## config.mk

```make
export PLATFORM = sky130hd
export DESIGN_NAME = key_counter_table
export DESIGN_NICKNAME = d
export VERILOG_FILES = /design/src/design/kct_pkg.sv /design/src/design/kct_ctrl.sv /design/src/design/kct_dp.sv /design/src/design/key_counter_table.sv
export SDC_FILE = /design/constraint.sdc
export NUM_CORES = 2
export LEC_CHECK = 0
export BUFFER_PORTS_ARGS = -buffer_cell sky130_fd_sc_hd__buf_2
export CELL_PAD_IN_SITES_DETAIL_PLACEMENT = 1
export CELL_PAD_IN_SITES_GLOBAL_PLACEMENT = 2
export CORE_ASPECT_RATIO = 0.5
export CORE_MARGIN = 10
export CORE_UTILIZATION = 30
export DETAILED_ROUTE_END_ITERATION = 12
export GPL_ROUTABILITY_DRIVEN = 0
export PLACE_DENSITY = 0.53
export SLEW_MARGIN = 25
export SYNTH_ARGS = -nofsm -noshare
export SYNTH_HDL_FRONTEND = slang
export SYNTH_SLANG_ARGS = --single-unit
```

## constraint.sdc

```tcl
create_clock -name clk -period 7.4 [get_ports clk]
set_clock_uncertainty 0.2 [all_clocks]
set_input_delay 1.48 -clock clk [delete_from_list [all_inputs] [get_ports clk]]
set_output_delay 1.48 -clock clk [all_outputs]
set_load 0.02 [all_outputs]
```

## src/design/kct_pkg.sv

```systemverilog
// ----------------------------------------------------------------------------
// kct_pkg
// Shared types and constants for the key counter table.
// ----------------------------------------------------------------------------
package kct_pkg;

  localparam int ENTRIES_DEF = 64;
  localparam int KEY_W       = 31;
  localparam int COUNT_W     = 31;
  localparam int OP_W        = 2;
  localparam int STATUS_W    = 2;

  localparam logic [COUNT_W-1:0] COUNT_MAX = {COUNT_W{1'b1}};
  localparam logic [COUNT_W-1:0] COUNT_ONE = COUNT_W'(1);

  typedef enum logic [OP_W-1:0] {
    OP_ADD = 2'd0,
    OP_GET = 2'd1,
    OP_SET = 2'd2,
    OP_BAD = 2'd3
  } op_t;

  typedef enum logic [STATUS_W-1:0] {
    ST_OK      = 2'd0,
    ST_INVALID = 2'd1,
    ST_FULL    = 2'd2,
    ST_UNUSED  = 2'd3
  } status_t;

  typedef struct packed {
    logic load;    // capture request, restart scan
    logic scan;    // step the key search
    logic commit;  // write back and load the result register
  } kct_cmd_t;

  typedef struct packed {
    logic invalid;   // request rejected before search
    logic scan_hit;  // key found this cycle
    logic scan_end;  // all filled entries searched, no match
    logic out_free;  // result register can take a new item
  } kct_stat_t;

endpackage

```

## src/design/kct_ctrl.sv

```systemverilog
// ----------------------------------------------------------------------------
// kct_ctrl
// Request sequencer: accept, check, search, write back.
// ----------------------------------------------------------------------------
module kct_ctrl
  import kct_pkg::*;
(
  input  logic      clk,
  input  logic      rst,
  input  logic      req_valid,
  output logic      req_stall,
  input  kct_stat_t stat,
  output kct_cmd_t  cmd
);

  typedef enum logic [3:0] {
    S_IDLE   = 4'b0001,
    S_CHECK  = 4'b0010,
    S_SCAN   = 4'b0100,
    S_UPDATE = 4'b1000
  } state_t;

  state_t state, state_next;

  always_ff @(posedge clk) begin
    if (rst) begin
      state <= S_IDLE;
    end else begin
      state <= state_next;
    end
  end

  always_comb begin
    state_next = state;
    cmd        = '0;
    req_stall  = 1'b1;
    unique case (state)
      S_IDLE: begin
        req_stall = 1'b0;
        if (req_valid) begin
          cmd.load   = 1'b1;
          state_next = S_CHECK;
        end
      end
      S_CHECK: begin
        state_next = stat.invalid ? S_UPDATE : S_SCAN;
      end
      S_SCAN: begin
        cmd.scan = 1'b1;
        if (stat.scan_hit || stat.scan_end) begin
          state_next = S_UPDATE;
        end
      end
      S_UPDATE: begin
        if (stat.out_free) begin
          cmd.commit = 1'b1;
          state_next = S_IDLE;
        end
      end
      default: begin
        state_next = S_IDLE;
      end
    endcase
  end

endmodule

```

## src/design/kct_dp.sv

```systemverilog
// ----------------------------------------------------------------------------
// kct_dp
// Request registers, entry memory, search counter, fill count, result register.
// ----------------------------------------------------------------------------
module kct_dp
  import kct_pkg::*;
#(
  parameter int ENTRIES = ENTRIES_DEF
)
(
  input  logic                clk,
  input  logic                rst,
  input  kct_cmd_t            cmd,
  output kct_stat_t           stat,
  input  logic [OP_W-1:0]     operation,
  input  logic signed [31:0]  key,
  input  logic signed [31:0]  new_count,
  output logic                rsp_valid,
  input  logic                rsp_stall,
  output logic [COUNT_W-1:0]  count_out,
  output logic [STATUS_W-1:0] status
);

  localparam int AW = (ENTRIES > 1) ? $clog2(ENTRIES) : 1;
  localparam int FW = $clog2(ENTRIES + 1);
  localparam int DW = KEY_W + COUNT_W;

  logic [DW-1:0] mem [ENTRIES];

  op_t               op_q;
  logic [31:0]       key_q;
  logic [31:0]       cnt_q;
  logic [FW-1:0]     fill;
  logic [FW-1:0]     idx;
  logic              rd_live;
  logic [AW-1:0]     rd_idx;
  logic [DW-1:0]     rd_data;
  logic              hit;
  logic [AW-1:0]     hit_idx;
  logic [COUNT_W-1:0] hit_count;

  logic               more;
  logic               rd_en;
  logic               full;
  logic               we;
  logic               fill_inc;
  logic [AW-1:0]      waddr;
  logic [COUNT_W-1:0] newc;
  logic [COUNT_W-1:0] res_count;
  status_t            res_status;

  assign more  = idx < fill;
  assign rd_en = cmd.scan && more;
  assign full  = fill == FW'(ENTRIES);

  assign stat.invalid  = (op_q == OP_BAD) || key_q[31] || (op_q == OP_SET && cnt_q[31]);
  assign stat.scan_hit = rd_live && (rd_data[DW-1 -: KEY_W] == key_q[KEY_W-1:0]);
  assign stat.scan_end = !rd_live && !more;
  assign stat.out_free = !rsp_valid || !rsp_stall;

  always_ff @(posedge clk) begin
    if (cmd.load) begin
      op_q  <= op_t'(operation);
      key_q <= key;
      cnt_q <= new_count;
    end
  end

  always_ff @(posedge clk) begin
    if (cmd.commit && we) begin
      mem[waddr] <= {key_q[KEY_W-1:0], newc};
    end
    if (rd_en) begin
      rd_data <= mem[idx[AW-1:0]];
      rd_idx  <= idx[AW-1:0];
    end
    if (cmd.scan && stat.scan_hit) begin
      hit_idx   <= rd_idx;
      hit_count <= rd_data[COUNT_W-1:0];
    end
  end

  always_ff @(posedge clk) begin
    if (rst) begin
      idx     <= '0;
      rd_live <= 1'b0;
      hit     <= 1'b0;
      fill    <= '0;
    end else begin
      if (cmd.load) begin
        idx     <= '0;
        rd_live <= 1'b0;
        hit     <= 1'b0;
      end else if (cmd.scan) begin
        rd_live <= more;
        if (more) begin
          idx <= idx + FW'(1);
        end
        if (stat.scan_hit) begin
          hit <= 1'b1;
        end
      end
      if (cmd.commit && fill_inc) begin
        fill <= fill + FW'(1);
      end
    end
  end

  always_comb begin
    res_count  = '0;
    res_status = ST_OK;
    we         = 1'b0;
    fill_inc   = 1'b0;
    waddr      = hit_idx;
    newc       = (op_q == OP_ADD) ? COUNT_ONE : cnt_q[COUNT_W-1:0];
    if (stat.invalid) begin
      res_status = ST_INVALID;
    end else if (op_q == OP_GET) begin
      res_count = hit ? hit_count : '0;
    end else if (hit) begin
      if (op_q == OP_ADD) begin
        newc = (hit_count == COUNT_MAX) ? COUNT_MAX : hit_count + COUNT_ONE;
      end
      we        = 1'b1;
      res_count = newc;
    end else if (full) begin
      res_status = ST_FULL;
    end else begin
      we        = 1'b1;
      fill_inc  = 1'b1;
      waddr     = fill[AW-1:0];
      res_count = newc;
    end
  end

  always_ff @(posedge clk) begin
    if (rst) begin
      rsp_valid <= 1'b0;
    end else if (cmd.commit) begin
      rsp_valid <= 1'b1;
    end else if (!rsp_stall) begin
      rsp_valid <= 1'b0;
    end
  end

  always_ff @(posedge clk) begin
    if (cmd.commit) begin
      count_out <= res_count;
      status    <= res_status;
    end
  end

endmodule

```

## src/design/key_counter_table.sv

```systemverilog
// ----------------------------------------------------------------------------
// key_counter_table
// Bounded key/count table with add, get and set requests.
// ----------------------------------------------------------------------------
// Request channel: req_valid/req_stall with operation, key and new_count.
// Response channel: rsp_valid/rsp_stall with count_out and status; exactly
// one response item per request item, in order.
// A request is taken only while the block is idle; it then passes a check
// state and a key search over the filled entries, one registered memory
// read per cycle, then a write-back state. A rejected request skips the
// search. No new request is taken until the current one is written back.
// The next request is accepted on the cycle after the response is loaded,
// even while that response is still stalled in the output register.
// If the receiver stalls, the response holds and a finished write-back
// waits until the output register frees up.
// Reset empties the table (fill count to zero); entries are
// filled in order and never removed, so no clearing pass is needed.
// ----------------------------------------------------------------------------
module key_counter_table
  import kct_pkg::*;
#(
  parameter int ENTRIES = ENTRIES_DEF
)
(
  input  logic                clk,
  input  logic                rst,
  input  logic                req_valid,
  output logic                req_stall,
  input  logic [OP_W-1:0]     operation,
  input  logic signed [31:0]  key,
  input  logic signed [31:0]  new_count,
  output logic                rsp_valid,
  input  logic                rsp_stall,
  output logic [COUNT_W-1:0]  count_out,
  output logic [STATUS_W-1:0] status
);

  kct_cmd_t  cmd;
  kct_stat_t stat;

  kct_ctrl u_ctrl (
    .clk       (clk),
    .rst       (rst),
    .req_valid (req_valid),
    .req_stall (req_stall),
    .stat      (stat),
    .cmd       (cmd)
  );

  kct_dp #(
    .ENTRIES (ENTRIES)
  ) u_dp (
    .clk       (clk),
    .rst       (rst),
    .cmd       (cmd),
    .stat      (stat),
    .operation (operation),
    .key       (key),
    .new_count (new_count),
    .rsp_valid (rsp_valid),
    .rsp_stall (rsp_stall),
    .count_out (count_out),
    .status    (status)
  );

endmodule

```

-- After elaboration in Yosys (flattened, before gate mapping)
Memories as Yosys holds them, arrays and structs flattened. A register that Yosys moved wholly into a read port is not among the register bits.
Cells that the tools add are included.
- add/sub/neg operators: 3
- $lt $le $gt $ge: 1
- eq/ne operators: 14
- mux-type cells: 39
- reduce and logical (&&, ||, !) cells: 21
- operators by type and width (kind ; number):
    $mux W31 ; 10
    $add A31 B1 Y31 const B ; 1
    $eq A31 B31 Y1 ; 1
    $eq A31 B31 Y1 const B ; 1
    $mux W6 ; 4
    $mux W1 ; 19
    $mux W4 ; 4
    $pmux W4 S4 ; 1
    $add A7 B1 Y7 const B ; 2
    $eq A7 B7 Y1 const B ; 1
    $logic_and A1 B1 Y1 ; 7
    $lt A7 B7 Y1 ; 1
    $eq A2 B2 Y1 const B ; 2
    $eq A4 B1 Y1 const B ; 1
    $eq A4 B2 Y1 const B ; 1
    $eq A4 B3 Y1 const B ; 1
    $eq A4 B4 Y1 const B ; 1
    $logic_not A1 Y1 ; 4
    $logic_or A1 B1 Y1 ; 4
    $ne A2 B1 Y1 const B ; 2
    $ne A2 B2 Y1 const B ; 2
    $reduce_and A2 Y1 ; 2
    $reduce_and A3 Y1 ; 1
    $reduce_or A3 Y1 ; 1
    4 further kinds ; 4
- bits in registers: 163
- bits in writable memories: 3968
- input bits: 70
- output and inout port bits: 35
- logic and storage cells: 94
- memories: 1
- memories (name ; depth ; width ; rd ports ; clocked after memory_dff ; write ports ; line ; RTL):
    u_dp.mem ; 64 ; 62 ; 1 ; 1 ; 1 ; kct_dp.sv:28 ; logic [DW-1:0] mem [ENTRIES];

-- Depth between registers and ports, before layout
- depth in word-level cells: 8
- mapped depth: 11
- gate-level depth less buffers: 8

-- Cells and area by module
From an unflattened synthesis, not the netlist that was laid out.
- cells, all modules: 7332
- area total of the unflattened synthesis: 159934.6 um^2
- by module, submodules not included (module ; times used ; cells an instance ; area each (um^2) ; seq. area each (um^2)):
    kct_dp ; 1 ; 7303 ; 159674.4 ; 125620.5
    kct_ctrl ; 1 ; 29 ; 260.2 ; 80.1

-- Worst setup path after synthesis
No wires, ideal clock.
- path kind: input port to flip-flop
- from: input port rsp_stall
- to: memory u_dp.mem[43][0] (netlist name) (enable)
- library setup time: 0.482 ns
- arrival: 6.552 ns
- data required time: 6.718 ns
- slack: 0.165 ns
- stages: 6
- buffers on the path: 1
- path through: a21oi_1 > nand2_1 > a21oi_1 > nand2b_1 > clkbuf_1 > nor2_1
- cells in the longest elaborated chain, start to end: 7
- ends and longest elaborated chain (item ; line ; RTL):
    start, declared ; key_counter_table.sv:33 ; input logic rsp_stall,
    $logic_not A1 Y1 ; kct_dp.sv:59 ; assign stat.out_free = !rsp_valid || !rsp_stall;
    $logic_or A1 B1 Y1 ; kct_dp.sv:59 ;
    $mux W1 ; kct_ctrl.sv:55 ; if (stat.out_free) begin
    $mux W1 ; kct_ctrl.sv:37 ; unique case (state)
    $logic_and A1 B1 Y1 ; kct_dp.sv:70 ; if (cmd.commit && we) begin
    $mux W1 ; kct_dp.sv:70 ;
    $mux W1 (implied by the code) ; kct_dp.sv:71 ; mem[waddr] <= {key_q[KEY_W-1:0], newc};
    end, declared ; kct_dp.sv:28 ;
Every way passes these cells.

-- Final worst setup path
- from: register u_dp.op_q[1]
- to: memory u_dp.mem[21][37] (netlist name) (enable)
- cells in the longest elaborated chain, start to end: 7
- elaborated cells on any way between the ends: 13
- classes of those cells: 3 x eq/ne; 6 x mux; 4 x reduce/logical
- ends and longest elaborated chain (item ; line ; RTL):
    start, declared ; kct_dp.sv:30 ; op_t op_q;
    start signal, assigned ; kct_dp.sv:63 ; op_q <= op_t'(operation);
    $eq A2 B2 Y1 ; kct_dp.sv:56 ; assign stat.invalid = (op_q == OP_BAD) || key_q[31] || (op_q == OP_SET && cnt_q[31]);
    $logic_or A1 B1 Y1 or $logic_and A1 B1 Y1 (tied branches) ; kct_dp.sv:56 ;
    $logic_or A1 B1 Y1 ; kct_dp.sv:56 ;
    $mux W1 ; kct_dp.sv:116 ; if (stat.invalid) begin
    $logic_and A1 B1 Y1 ; kct_dp.sv:70 ;
    $mux W1 ; kct_dp.sv:70 ;
    $mux W1 (implied by the code) ; kct_dp.sv:71 ;
Parallel ways exist; a longest one is shown, timed or not.

==> run_results.csv <==
group,metric,value,unit
critical_path,crit_path_start_kind,"register",
logic_synthesis,avgSynthCellArea,21.4,sq um
clocking,cts_tree,"built",
global_routing,antenna_found_initial,43,
finish,nets,8008,
logic_synthesis,synthTopCellsByCount,"edfxtp_1, mux4_2, mux2i_1",
placement,detailed_place_hpwl,320,mm
timing,drv_slew,0,
clocking,path_clk_slew,0.07,ns
clocking,htree_levels,5,
logic_synthesis,ys_ff_latch,4193,
timing,period_share,0.666,
logic_synthesis,netlist.area_leader.share,0.782,
clocking,post-cts-setup-buffers,0,
critical_path,critPathMaxFanout,20,
critical_path,critPathSlowestCell,"nor2_4",
status,status,"completed",
clocking,cts_buffer_depth,4,
floorplanning,die_area,566000,sq um
critical_path,critPathArrivalTime,5.40,ns
drt,final_antenna_net_count,0,
job,cap_violations,0,
critical_path,end_kind,"register",
timing,tightest_slew,1.17,ns
timing,relSlewSlack,0.215,
finish,multi_input_area,33400,sq um
global_routing,track_usage,0.181,
timing,period_minus_slack,4.93,ns
logic_synthesis,synth_cells,7479,
pwr,p_total,0.0492,W
clocking,root_buffer,"clkbuf_16",
floorplanning,start_util,0.302,
timing,setup_viol,0,
min_path,hp-class,"reg -> reg",
drt,wl_per_cell,34.4,microns
logic_synthesis,ys_seq_area_frac,0.785,
critical_path,cp.required,7.87,ns
clocking,cts-hold-fix-buffers,0,
timing,fin_tns_setup,0,ns
timing,layout_setup_ws,2.47,ns
clocking,numCtsBuffers,409,
logic_synthesis,synthMostInstantiatedCell,"edfxtp_1",
pwr,static-leakage-power,54.4,nW
logic_synthesis,synth_edf_count,4172,
critical_path,path_cells,"a2111oi_4, o21ai_1, a22oi_1, nand2_1, nor2_4, buf_4",
critical_path,cpPeakStageDelay,0.99,ns
finish,area_delta_synth_final,15.6,%
drt,vias_per_cell,5.18,
logic_synthesis,synth_top_area_cell,"edfxtp_1",
clocking,clock_latency,1.04,ns
clocking,clock-sinks,4193,
global_routing,grt_pass1_wl,719,mm
floorplanning,die_x,1.05,mm
logic_synthesis,synth.net_count,7559,
finish,n_fill_cell,51700,
logic_synthesis,synth_cell_types,73,
pwr,cellPowerDensity,266,nW/um^2
logic_synthesis,synth_top_flop_cell,"edfxtp_1",
timing,finalHoldViolations,0,
global_routing,grt_max_degree,106,
logic_synthesis,ys_warn_count,0,
clocking,cts.repair.resized,0,
placement,dp_slack,2.27,ns
logic_synthesis,synthArstFlopShare,0,
drt,drc,0,
global_routing,grt_overflow,0,
floorplanning,pin_count,105,
drt,finalWirelength,528,mm
timing,grt_setup_unrepaired,"no",
global_routing,grt_pass1_vias,82100,
timing,fmax,203,MHz
logic_synthesis,syn_area,160000,sq um
finish,layout.area.seq,126000,sq um
finish,final_layout_size_suffix_gt1_frac,0.234,
floorplanning,row_count,189,
floorplanning,die_height,537,microns
placement,portBuffers,104,
drt,drt_iter0_drc,8112,
drt,first_pass_iters,6,
drt,via_count,79500,
critical_path,path_class,"reg -> reg",
pwr,ir_drop,0.184,mV
floorplanning,coreArea,531000,sq um
logic_synthesis,synth_area_leaders,"edfxtp_1, mux4_2, mux2i_1, o22ai_1, buf_2",
==> worst paths after layout <==
check | slack (ns) | cells after the start | endpoint | start
max reg2reg | 2.47 | 6 | u_dp.mem[21][37] | u_dp.op_q[1]
min reg2reg | 0.22 | 0 | u_dp.hit_count[11] | u_dp.rd_data[11]
max | 2.47 | 6 | u_dp.mem[21][37] | u_dp.op_q[1]
min | 0.22 | 0 | u_dp.hit_count[11] | u_dp.rd_data[11]
==> sequential cells by signal, indices dropped and copies added (netlist names), 4 cells and up <==
| signal | count |
|---|---|
| u_dp.rd_idx | 6 |
| u_dp.hit_idx | 6 |
| u_dp.count_out | 31 |
| u_dp.mem | 3968 |
| u_dp.idx | 7 |
| u_dp.cnt_q | 32 |
| u_dp.rd_data | 62 |
| u_dp.hit_count | 31 |
| u_dp.fill | 7 |
| u_dp.key_q | 32 |
| u_ctrl.state | 4 |
==> where the power goes <==
group / total, W / switching, W / internal [W]
Sequential: 0.0269 / 0.0000571 / 0.0268
Combinational: 0.00159 / 0.00143 / 0.000160
Clock: 0.0208 / 0.00933 / 0.0114
Total: 0.0492 / 0.0108 / 0.0384
==> cell usage in the layout (no fill, tap or decap), types with 22 or more instances in the layout <==
cell type  netlist  layout
edfxtp_1      4172    4172
mux4_2         748     748
mux2i_1        627     627
clkbuf_16        0     415
buf_4           68     265
o22ai_1        261     261
nand2_1        148     132
nor2_1         177     112
buf_2          159     104
clkinv_1         0     101
a22oi_1         99      99
clkbuf_1       153      96
a21oi_1         82      80
a211oi_1        74      72
clkinv_2         0      72
buf_12           0      70
o21ai_0         70      66
nor2_4           0      65
nor4_1          72      56
nand3_1         50      45
a211o_1         37      37
xor2_1          36      32
nor3_1          32      32
bufinv_16        0      32
o211ai_1        29      29
xnor2_1         29      28
o221ai_1        26      26
mux2_2          24      24
a2111oi_0       32      22
==> routing by layer <==
layer  global-route usage  vias up  part of all wire
met4               0.0397        8             0.022
met2                0.309     1960              0.49
met3               0.0207      527             0.042
li1                     -    32500                 -
met5                    0        -          0.000097
met1                0.250    44500              0.44
==> critical path: cells and delay by family, from the launching register on <==
family                 cells  cell delay [ns]
AO/OA/AOI/OAI              3             1.69
AND/OR/NAND/NOR            2             1.57
flip-flops                 1             0.54
buffers and inverters      1             0.50
==> cells by family (layout without fill, tap and decap cells) <==
| group | after synthesis | after routing | share of synthesized area |
|---|---|---|---|
| other | 0 | 21 | 0 |
| AO/OA/AOI/OAI | 789 | 789 | 0.0339 |
| multiplexers | 1399 | 1399 | 0.146 |
| XOR/XNOR | 65 | 65 | 0.00355 |
| adder cells (fa/ha/maj) | 10 | 10 | 0.000781 |
| buffers and inverters | 428 | 1214 | 0.0131 |
| AND/OR/NAND/NOR | 595 | 595 | 0.0181 |
| flip-flops | 4193 | 4193 | 0.785 |
==> metrics by stage <==
step / hold slack [ns] / instances / utilization / area [sq um]
detailed placement: 0.208 / 14600 / 0.324 / 172000
CTS: 0.222 / 15300 / 0.348 / 185000
global route: 0.224 / 15300 / 0.349 / 185000
finish: 0.216 / 15400 / 0.349 / 185000
global placement: 0.205 / 14600 / 0.324 / 172000
floorplan: 0.200 / 7479 / - / 160000
==> final cells by class <==
type | count | share of cell area
multi-input combinational | 2858 | 0.180
clock buffer | 511 | 0.0580
antenna | 21 | 0.000284
sequential | 4193 | 0.679
clock inverter | 237 | 0.0117
inverter | 16 | 0.000324
tap | 7067 | 0.0477
timing repair buffer | 450 | 0.0226
No activity file was read; power rests on OpenSTA's default activity.
